**src/mfr_pkg.sv**
```systemverilog
// mfr_pkg: shared types, constants and the CRC step of the frame receiver.
// Depends on nothing; the other files except mfr_ram use it by scoped names.
package mfr_pkg;

	localparam logic [7:0]  STX_V1   = 8'hFE;
	localparam logic [7:0]  STX_V2   = 8'hFD;
	localparam logic [15:0] CRC_SEED = 16'hFFFF;
	localparam logic [15:0] CRC_POLY = 16'h8408;

	// sequence table: one entry per system id
	localparam int SEQ_DEPTH = 256;
	localparam int SEQ_W     = 8;

	localparam int CFG_INDEX_W = 3;
	localparam int CFG_DATA_W  = 24;

	localparam logic [CFG_INDEX_W-1:0] REG_FILTER_ENABLE  = 3'd0;
	localparam logic [CFG_INDEX_W-1:0] REG_MSGID_MATCH_ON = 3'd1;
	localparam logic [CFG_INDEX_W-1:0] REG_ALLOWED_MSGID  = 3'd2;
	localparam logic [CFG_INDEX_W-1:0] REG_SYSID_MATCH_ON = 3'd3;
	localparam logic [CFG_INDEX_W-1:0] REG_ALLOWED_SYSID  = 3'd4;
	localparam logic [CFG_INDEX_W-1:0] REG_COMPID_MATCH_ON = 3'd5;
	localparam logic [CFG_INDEX_W-1:0] REG_ALLOWED_COMPID = 3'd6;

	localparam logic KIND_PAYLOAD = 1'b0;
	localparam logic KIND_EOF     = 1'b1;

	typedef enum logic [3:0] {
		PH_IDLE,
		PH_LEN,
		PH_INCOMPAT,
		PH_COMPAT,
		PH_SEQ,
		PH_SYS,
		PH_COMP,
		PH_MID0,
		PH_MID1,
		PH_MID2,
		PH_PAYLOAD,
		PH_CRC_LO,
		PH_CRC_HI
	} phase_t;

	typedef struct packed {
		logic        filter_enable;
		logic        msgid_match_on;
		logic [23:0] allowed_msgid;
		logic        sysid_match_on;
		logic [7:0]  allowed_sysid;
		logic        compid_match_on;
		logic [7:0]  allowed_compid;
	} cfg_t;

	typedef struct packed {
		logic        kind;
		logic [7:0]  payload_byte;
		logic [7:0]  payload_index;
		logic        version;
		logic [23:0] msgid;
		logic [7:0]  sysid;
		logic [7:0]  compid;
		logic [7:0]  seq_num;
		logic [7:0]  payload_length;
		logic        crc_ok;
		logic        accepted;
		logic        seq_error;
	} res_t;

	// CRC-16/MCRF4XX, one byte, bit-serial in eight narrow steps
	function automatic logic [15:0] crc_feed(input logic [15:0] crc, input logic [7:0] b);
		logic [15:0] c;
		c = crc ^ {8'h00, b};
		for (int i = 0; i < 8; i++) begin
			c = c[0] ? ((c >> 1) ^ CRC_POLY) : (c >> 1);
		end
		return c;
	endfunction

endpackage

```
**src/mavlink_frame_receiver.sv**
```systemverilog
// mavlink_frame_receiver: top level of the byte-serial frame receiver.
// Depends on mfr_pkg, mfr_parser, mfr_skid (and mfr_ram below the parser).
//
//  channel | signals                              | width | direction
//  --------+--------------------------------------+-------+----------
//  in      | in_valid, in_stall, rx_byte          | 8     | byte in
//  out     | out_valid, out_stall, kind .. seq_error | 77 | result out
//  cfg     | cfg_we, cfg_index, cfg_data          | 3+24  | write only
//
// One input word per cycle while in_stall is low; the parser does each word's
// CRC byte step and phase in the cycle it is taken, and its result (if any)
// is registered into the output register, or the skid entry while it stalls.
// in_stall is the registered skid-full flag, so the input keeps flowing
// while one result waits on a stalled output; it rises only with two waiting.
// arst_n clears the phase, header registers, CRC seed, config and the
// sequence-table valid bits; the table RAM itself needs no clearing pass.
module mavlink_frame_receiver (
	input  logic                                clk,
	input  logic                                arst_n,
	// byte input
	input  logic                                in_valid,
	output logic                                in_stall,
	input  logic [7:0]                          rx_byte,
	// result output
	output logic                                out_valid,
	input  logic                                out_stall,
	output logic                                kind,
	output logic [7:0]                          payload_byte,
	output logic [7:0]                          payload_index,
	output logic                                version,
	output logic [23:0]                         msgid,
	output logic [7:0]                          sysid,
	output logic [7:0]                          compid,
	output logic [7:0]                          seq_num,
	output logic [7:0]                          payload_length,
	output logic                                crc_ok,
	output logic                                accepted,
	output logic                                seq_error,
	// configuration
	input  logic                                cfg_we,
	input  logic [mfr_pkg::CFG_INDEX_W-1:0]     cfg_index,
	input  logic [mfr_pkg::CFG_DATA_W-1:0]      cfg_data
);

	mfr_pkg::cfg_t cfg_q;
	mfr_pkg::res_t push_res;
	mfr_pkg::res_t out_res;
	logic          push;
	logic          skid_full;
	logic          in_fire;

	// a word is taken whenever the skid entry is free
	assign in_stall = skid_full;
	assign in_fire  = in_valid && !skid_full;

	// config registers; unknown indexes are dropped
	always_ff @(posedge clk or negedge arst_n) begin
		if (!arst_n) begin
			cfg_q <= '0;
		end else if (cfg_we) begin
			case (cfg_index)
				mfr_pkg::REG_FILTER_ENABLE:   cfg_q.filter_enable   <= cfg_data[0];
				mfr_pkg::REG_MSGID_MATCH_ON:  cfg_q.msgid_match_on  <= cfg_data[0];
				mfr_pkg::REG_ALLOWED_MSGID:   cfg_q.allowed_msgid   <= cfg_data[23:0];
				mfr_pkg::REG_SYSID_MATCH_ON:  cfg_q.sysid_match_on  <= cfg_data[0];
				mfr_pkg::REG_ALLOWED_SYSID:   cfg_q.allowed_sysid   <= cfg_data[7:0];
				mfr_pkg::REG_COMPID_MATCH_ON: cfg_q.compid_match_on <= cfg_data[0];
				mfr_pkg::REG_ALLOWED_COMPID:  cfg_q.allowed_compid  <= cfg_data[7:0];
				default: ;
			endcase
		end
	end

	mfr_parser u_parser (
		.clk    (clk),
		.arst_n (arst_n),
		.fire   (in_fire),
		.rx_byte(rx_byte),
		.cfg    (cfg_q),
		.push   (push),
		.res    (push_res)
	);

	mfr_skid u_skid (
		.clk      (clk),
		.arst_n   (arst_n),
		.push     (push),
		.push_data(push_res),
		.full     (skid_full),
		.out_valid(out_valid),
		.out_stall(out_stall),
		.out_data (out_res)
	);

	assign kind           = out_res.kind;
	assign payload_byte   = out_res.payload_byte;
	assign payload_index  = out_res.payload_index;
	assign version        = out_res.version;
	assign msgid          = out_res.msgid;
	assign sysid          = out_res.sysid;
	assign compid         = out_res.compid;
	assign seq_num        = out_res.seq_num;
	assign payload_length = out_res.payload_length;
	assign crc_ok         = out_res.crc_ok;
	assign accepted       = out_res.accepted;
	assign seq_error      = out_res.seq_error;

endmodule

```
**src/mfr_ram.sv**
```systemverilog
// mfr_ram: generic single-write, single-read RAM with registered read data.
// Depends on nothing.
module mfr_ram #(
	parameter int WIDTH = 8,
	parameter int DEPTH = 256
) (
	input  logic                     clk,
	input  logic                     we,
	input  logic [$clog2(DEPTH)-1:0] waddr,
	input  logic [WIDTH-1:0]         wdata,
	input  logic [$clog2(DEPTH)-1:0] raddr,
	output logic [WIDTH-1:0]         rdata
);

	logic [WIDTH-1:0] mem [DEPTH];

	always_ff @(posedge clk) begin
		if (we) begin
			mem[waddr] <= wdata;
		end
		rdata <= mem[raddr];
	end

endmodule

```
**src/mfr_parser.sv**
```systemverilog
// mfr_parser: frame phase tracking, header capture, running CRC and sequence check.
// Depends on mfr_pkg and mfr_ram (sequence table).
module mfr_parser (
	input  logic          clk,
	input  logic          arst_n,
	input  logic          fire,
	input  logic [7:0]    rx_byte,
	input  mfr_pkg::cfg_t cfg,
	output logic          push,
	output mfr_pkg::res_t res
);

	localparam int SEQ_AW = $clog2(mfr_pkg::SEQ_DEPTH);

	mfr_pkg::phase_t phase_q, phase_nxt;

	logic        ver_q;
	logic [7:0]  len_q;
	logic [7:0]  cnt_q;
	logic [23:0] msgid_q;
	logic [7:0]  sysid_q;
	logic [7:0]  compid_q;
	logic [7:0]  seq_q;
	logic [15:0] crc_q;
	logic [7:0]  crc_lo_q;
	logic [mfr_pkg::SEQ_DEPTH-1:0] seq_valid_q;

	logic [15:0]             crc_nxt;
	logic [mfr_pkg::SEQ_W-1:0] seq_rd;
	logic [mfr_pkg::SEQ_W-1:0] seq_exp;
	logic [7:0]              cnt_inc;
	logic                    is_stx;
	logic                    crc_ok;
	logic                    pass;
	logic                    seq_we;

	assign crc_nxt = mfr_pkg::crc_feed(crc_q, rx_byte);
	assign cnt_inc = cnt_q + 8'd1;
	assign is_stx  = (rx_byte == mfr_pkg::STX_V1) || (rx_byte == mfr_pkg::STX_V2);
	assign crc_ok  = ({rx_byte, crc_lo_q} == crc_q);
	// never-written entries read as zero
	assign seq_exp = seq_valid_q[sysid_q[SEQ_AW-1:0]] ? seq_rd : '0;

	always_comb begin
		pass = 1'b1;
		if (cfg.filter_enable) begin
			if (cfg.msgid_match_on && (msgid_q != cfg.allowed_msgid)) pass = 1'b0;
			if (cfg.sysid_match_on && (sysid_q != cfg.allowed_sysid)) pass = 1'b0;
			if (cfg.compid_match_on && (compid_q != cfg.allowed_compid)) pass = 1'b0;
		end
	end

	// next phase
	always_comb begin
		phase_nxt = phase_q;
		case (phase_q)
			mfr_pkg::PH_LEN:      phase_nxt = ver_q ? mfr_pkg::PH_INCOMPAT : mfr_pkg::PH_SEQ;
			mfr_pkg::PH_INCOMPAT: phase_nxt = mfr_pkg::PH_COMPAT;
			mfr_pkg::PH_COMPAT:   phase_nxt = mfr_pkg::PH_SEQ;
			mfr_pkg::PH_SEQ:      phase_nxt = mfr_pkg::PH_SYS;
			mfr_pkg::PH_SYS:      phase_nxt = mfr_pkg::PH_COMP;
			mfr_pkg::PH_COMP:     phase_nxt = mfr_pkg::PH_MID0;
			mfr_pkg::PH_MID0:     phase_nxt = mfr_pkg::PH_MID1;
			mfr_pkg::PH_MID1: begin
				if (ver_q) phase_nxt = mfr_pkg::PH_MID2;
				else phase_nxt = (len_q == 8'd0) ? mfr_pkg::PH_CRC_LO : mfr_pkg::PH_PAYLOAD;
			end
			mfr_pkg::PH_MID2:
				phase_nxt = (len_q == 8'd0) ? mfr_pkg::PH_CRC_LO : mfr_pkg::PH_PAYLOAD;
			mfr_pkg::PH_PAYLOAD:
				phase_nxt = (cnt_inc >= len_q) ? mfr_pkg::PH_CRC_LO : mfr_pkg::PH_PAYLOAD;
			mfr_pkg::PH_CRC_LO:   phase_nxt = mfr_pkg::PH_CRC_HI;
			mfr_pkg::PH_CRC_HI:   phase_nxt = mfr_pkg::PH_IDLE;
			default:              phase_nxt = is_stx ? mfr_pkg::PH_LEN : mfr_pkg::PH_IDLE;
		endcase
	end

	// outputs: result word and table write
	always_comb begin
		push   = 1'b0;
		seq_we = 1'b0;
		res    = '0;
		res.version        = ver_q;
		res.msgid          = msgid_q;
		res.sysid          = sysid_q;
		res.compid         = compid_q;
		res.seq_num        = seq_q;
		res.payload_length = len_q;
		case (phase_q)
			mfr_pkg::PH_PAYLOAD: begin
				push              = fire;
				res.kind          = mfr_pkg::KIND_PAYLOAD;
				res.payload_byte  = rx_byte;
				res.payload_index = cnt_q;
			end
			mfr_pkg::PH_CRC_HI: begin
				push          = fire;
				seq_we        = fire && crc_ok;
				res.kind      = mfr_pkg::KIND_EOF;
				res.crc_ok    = crc_ok;
				res.accepted  = crc_ok && pass;
				res.seq_error = crc_ok && (seq_exp != '0) && (seq_exp != seq_q);
			end
			default: begin
				push = 1'b0;
			end
		endcase
	end

	always_ff @(posedge clk or negedge arst_n) begin
		if (!arst_n) begin
			phase_q     <= mfr_pkg::PH_IDLE;
			ver_q       <= 1'b0;
			len_q       <= '0;
			cnt_q       <= '0;
			msgid_q     <= '0;
			sysid_q     <= '0;
			compid_q    <= '0;
			seq_q       <= '0;
			crc_q       <= mfr_pkg::CRC_SEED;
			crc_lo_q    <= '0;
			seq_valid_q <= '0;
		end else if (fire) begin
			phase_q <= phase_nxt;
			case (phase_q)
				mfr_pkg::PH_LEN: begin
					crc_q <= crc_nxt;
					len_q <= rx_byte;
				end
				mfr_pkg::PH_INCOMPAT, mfr_pkg::PH_COMPAT: crc_q <= crc_nxt;
				mfr_pkg::PH_SEQ: begin
					crc_q <= crc_nxt;
					seq_q <= rx_byte;
				end
				mfr_pkg::PH_SYS: begin
					crc_q   <= crc_nxt;
					sysid_q <= rx_byte;
				end
				mfr_pkg::PH_COMP: begin
					crc_q    <= crc_nxt;
					compid_q <= rx_byte;
				end
				mfr_pkg::PH_MID0: begin
					crc_q   <= crc_nxt;
					msgid_q <= {16'h0000, rx_byte};
				end
				mfr_pkg::PH_MID1: begin
					crc_q         <= crc_nxt;
					msgid_q[15:8] <= rx_byte;
					cnt_q         <= '0;
				end
				mfr_pkg::PH_MID2: begin
					crc_q          <= crc_nxt;
					msgid_q[23:16] <= rx_byte;
					cnt_q          <= '0;
				end
				mfr_pkg::PH_PAYLOAD: begin
					crc_q <= crc_nxt;
					cnt_q <= cnt_inc;
				end
				mfr_pkg::PH_CRC_LO: crc_lo_q <= rx_byte;
				mfr_pkg::PH_CRC_HI: begin
					if (seq_we) seq_valid_q[sysid_q[SEQ_AW-1:0]] <= 1'b1;
				end
				default: begin
					if (is_stx) begin
						ver_q    <= (rx_byte == mfr_pkg::STX_V2);
						len_q    <= '0;
						cnt_q    <= '0;
						msgid_q  <= '0;
						sysid_q  <= '0;
						compid_q <= '0;
						seq_q    <= '0;
						crc_lo_q <= '0;
						crc_q    <= mfr_pkg::CRC_SEED;
					end
				end
			endcase
		end
	end

	// read address follows the captured sysid; it is stable for several
	// words before the frame's last byte, so the registered read has settled
	mfr_ram #(
		.WIDTH(mfr_pkg::SEQ_W),
		.DEPTH(mfr_pkg::SEQ_DEPTH)
	) u_seq_ram (
		.clk  (clk),
		.we   (seq_we),
		.waddr(sysid_q[SEQ_AW-1:0]),
		.wdata(seq_q + 8'd1),
		.raddr(sysid_q[SEQ_AW-1:0]),
		.rdata(seq_rd)
	);

endmodule

```
**src/mfr_skid.sv**
```systemverilog
// mfr_skid: result register plus one skid entry between parser and output channel.
// Depends on mfr_pkg (res_t).
module mfr_skid (
	input  logic          clk,
	input  logic          arst_n,
	input  logic          push,
	input  mfr_pkg::res_t push_data,
	output logic          full,
	output logic          out_valid,
	input  logic          out_stall,
	output mfr_pkg::res_t out_data
);

	logic          out_valid_q;
	mfr_pkg::res_t out_data_q;
	logic          skid_valid_q;
	mfr_pkg::res_t skid_data_q;
	logic          out_free;

	assign out_free  = !out_valid_q || !out_stall;
	assign full      = skid_valid_q;
	assign out_valid = out_valid_q;
	assign out_data  = out_data_q;

	always_ff @(posedge clk or negedge arst_n) begin
		if (!arst_n) begin
			out_valid_q  <= 1'b0;
			skid_valid_q <= 1'b0;
		end else if (out_free) begin
			// push and a full skid never meet: a full skid stalls the input
			if (skid_valid_q) begin
				out_valid_q  <= 1'b1;
				skid_valid_q <= 1'b0;
			end else begin
				out_valid_q <= push;
			end
		end else if (push) begin
			skid_valid_q <= 1'b1;
		end
	end

	always_ff @(posedge clk) begin
		if (out_free) begin
			if (skid_valid_q) out_data_q <= skid_data_q;
			else if (push) out_data_q <= push_data;
		end else if (push) begin
			skid_data_q <= push_data;
		end
	end

endmodule

```
**config.mk**
```make
export PLATFORM = sky130hd
export DESIGN_NAME = mavlink_frame_receiver
export DESIGN_NICKNAME = d
export VERILOG_FILES = /design/src/mfr_pkg.sv /design/src/mavlink_frame_receiver.sv /design/src/mfr_ram.sv /design/src/mfr_parser.sv /design/src/mfr_skid.sv
export SDC_FILE = /design/constraint.sdc
export NUM_CORES = 2
export LEC_CHECK = 0
export BUFFER_PORTS_ARGS = -buffer_cell sky130_fd_sc_hd__buf_2
export CAP_MARGIN = 20
export CORE_MARGIN = 1.5
export CORE_UTILIZATION = 50
export DETAILED_ROUTE_END_ITERATION = 12
export PLACE_DENSITY_LB_ADDON = 0.08
export SLEW_MARGIN = 15
export SYNTH_ARGS = -nofsm -noshare
export SYNTH_HDL_FRONTEND = slang
export SYNTH_HIERARCHICAL = 1
export SYNTH_SLANG_ARGS = --single-unit
```
**constraint.sdc**
```tcl
create_clock -name clk -period 10.2 [get_ports clk]
set_input_delay 0.51 -clock clk [delete_from_list [all_inputs] [get_ports clk]]
set_output_delay 0.51 -clock clk [all_outputs]
set_load 0.005 [all_outputs]
```
==> metrics.txt <==
share of cells above drive strength 1=22.74%; Total Power=33040 uW; GPL Wtd Cong=0.8336; first-pass GRT wire length=388800 um; vias in the first global route=54300; outcome=completed; Post-CTS Resized=0; hold depth=3; Gate Count Post-Synth=5521; setup TNS=0 ps; Synth Register Bits=2605; CP cell instances=buf_4 -> buf_4 -> mux4_2 -> a22oi_1 -> a21oi_1 -> nor4_1 -> nor4_1; Final Max Slew Viols=0; highest-count cells in the layout ignoring fill and taps=edfxtp_1 (2202), mux4_2 (508), dfrtp_1 (370); dpl ws=5104 ps; largest net degree at the start of global routing=195; CTS Buf Count=291; htree depth=5; synth top area cells=edfxtp_1 (63%), mux4_2 (11%), dfrtp_1 (9.1%), o21bai_1 (1.6%), mux2i_1 (1.5%); DR pass1 iterations=6; routed vias=53800; drc violations=0; Core Area=207100 um2; Tmin final=5017 ps; drt total wl=266900 um; Clock Skew=65.18 ps; DP HPWL=159200 um; post-synthesis sequential area ratio=73.12%; Crit Path Max Fanout=43; starting density of the core=50.32%; Die Height=459.5 um; Pwr Density=283.2 nW/um2; total track usage=25.35%; Syn Nets=5571; Max-slew headroom=18.74%; Wirelength per Cell=30.56 um; final setup violation count=0; Worst setup SP type=register; # IOs=119; Iter 0 DRT Violations=6061; worst setup margin=5183 ps; R2R depth=7; total grt overflow=0; nets@finish=5782; Area Overhead vs Synth=11.96%; Crit path depth=7; average size of a mapped cell=18.87 um2; Die X=459.5 um; Critical path buffers and inverters=2; Worst path top cell family by delay=buffers and inverters; die area=211100 um2; yosys warns=6; CTS tree=built; CP arrival=5770 ps; synth unique cells=93; clock slew seen by the registers of the worst setup and hold paths=60 ps; Clk Tree Root Cell=clkbuf_16; EDFF count, synth=2202; CP max stage delay=1000 ps; Syn Std Cell Area=104200 um2; fillers=15740; ys flop type=edfxtp_1; hold crit path type=in -> reg; crit path kind=reg -> reg; Final period util=49.19%; leading area contributor after synthesis=edfxtp_1; Crit-path slowest cell=nor4_1; row cnt=167; RSZ-0062 raised after global routing=false; Yosys top cell area share=63.46%; VDD IR-drop max=0.3884 mV; fmax=199.3 MHz; post-route ant nets=0; leakage=0.03854 uW; Worst setup EP type=register; later-pin clock latency in the skew report=940 ps; Least-Margin Pin Slew=1219 ps; IO Port Bufs=118; Max-cap violations=0; ys async rst share=15.16%; clock buffer depth=4; antenna violations before repair=11; Hold Fails Final Rpt=0; commonest non-fill, non-tap cell in the layout=edfxtp_1; Required @ worst endpoint=10950 ps; Avg Vias per Cell=6.160; CTS sink cnt=2605
==> cell type report <==
| class | instances | area [um2] | area share, % |
|---|---|---|---|
| multi-input cells | 2536 | 25880 | 22.19 |
| flip-flops and latches | 2605 | 76210 | 65.33 |
| clock buffers | 374 | 7936 | 6.803 |
| diodes | 3 | 7.507 | 0.006435 |
| inverters | 37 | 146.4 | 0.1255 |
| well taps | 2788 | 3488 | 2.990 |
| repair buffers | 261 | 1942 | 1.665 |
| clock inverters | 129 | 1039 | 0.8902 |
==> cell usage after synthesis (all sizes together) (10+ instances only) <==
cell type	n
edfxtp	2202
mux4	520
dfrtp	379
nor2	334
o21bai	226
nand2	204
buf	177
clkbuf	166
mux2i	161
a22oi	136
mux2	122
a21oi	112
o21ai	84
nand3	53
xnor2	53
o221ai	49
xor2	48
nor4	42
nor3	37
a21o	36
o22ai	36
inv	35
nor2b	35
and2	28
a211oi	26
nand4	23
o22a	19
a221oi	18
a22o	17
dfstp	16
nand2b	14
ha	10
o211ai	10
==> worst paths after layout <==
check | endpoint | slack [ps] | start
min in group asynchronous | cfg_q[40] | 200 | arst_n
min reg2reg | u_parser/seq_valid_q[49] | 450 | u_parser/seq_valid_q[49]
max | u_parser/u_seq_ram/rdata[4] | 5180 | u_parser/sysid_q[0]
max reg2reg | u_parser/u_seq_ram/rdata[4] | 5180 | u_parser/sysid_q[0]
min | u_parser/sysid_q[7] | 60 | rx_byte[7]
max in group asynchronous | u_parser/seq_valid_q[200] | 7870 | arst_n
==> kinds of logic (layout without fill, tap and decap cells) <==
group,count (synthesis),count (layout),synth area share [%]
flops,2605,2605,73.12
simple gates,815,815,3.645
compound gates,807,807,5.511
mux,803,803,14.50
buf+inv,380,801,2.256
xor+xnor,101,101,0.8490
fa+ha+maj,10,10,0.1201
other cells,0,3,0
==> layer usage <==
metal | vias up | part of all wire [%] | GRT usage, %
met1 | 28640 | 42 | 36.53
met4 | 6 | 2.8 | 7.285
li1 | 22630 | - | -
met2 | 2070 | 48 | 40.03
met3 | 446 | 7.0 | 4.369
met5 | - | 0.013 | 0
==> stage by stage <==
| stage | instance area, um2 | hold slack, ps | util (%) | instances |
|---|---|---|---|---|
| 6_report | 116700 | 59.01 | 56.34 | 8733 |
| 5_1_grt | 116600 | 43.12 | 56.33 | 8731 |
| 4_1_cts | 116600 | 1.983 | 56.30 | 8728 |
| 3_5_place_dp | 107300 | 442.5 | 51.80 | 8189 |
| 3_3_place_gp | 107100 | 433.6 | 51.74 | 8181 |
| 2_1_floorplan | 104200 | 214.4 | - | 5521 |
==> where the power goes <==
part	leakage (uW)	switching [uW]	internal (uW)	total [uW]
registers	0.0257	560	13300	13900
logic	0.00844	6070	3110	9180
clock network	0.00443	4070	5890	9970
total	0.0385	10700	22300	33000
==> worst reg2reg max path: cells and delay by family (launching register included) <==
| kind | cells | cell delay, ps |
|---|---|---|
| flip-flops | 1 | 920 |
| buffers and inverters | 2 | 1530 |
| multiplexers | 1 | 720 |
| AO/OA/AOI/OAI | 2 | 610 |
| AND/OR/NAND/NOR | 2 | 1100 |
==> flip-flops by register name, indices dropped and copies added, names as in the netlist, 16 cells and up <==
name,count
u_skid/out_data,77
u_parser/msgid_q,24
u_parser/u_seq_ram/mem,2048
u_parser/crc_q,16
u_skid/skid_data_q,77
cfg_q,44
u_parser/seq_valid_q,256
==> repair_timing <==
item,in CTS,in global routing
buffers inserted,0,0
hold buffers,36,0
hold endpoints to repair,127,0
Power figures use the tool's default switching activity.
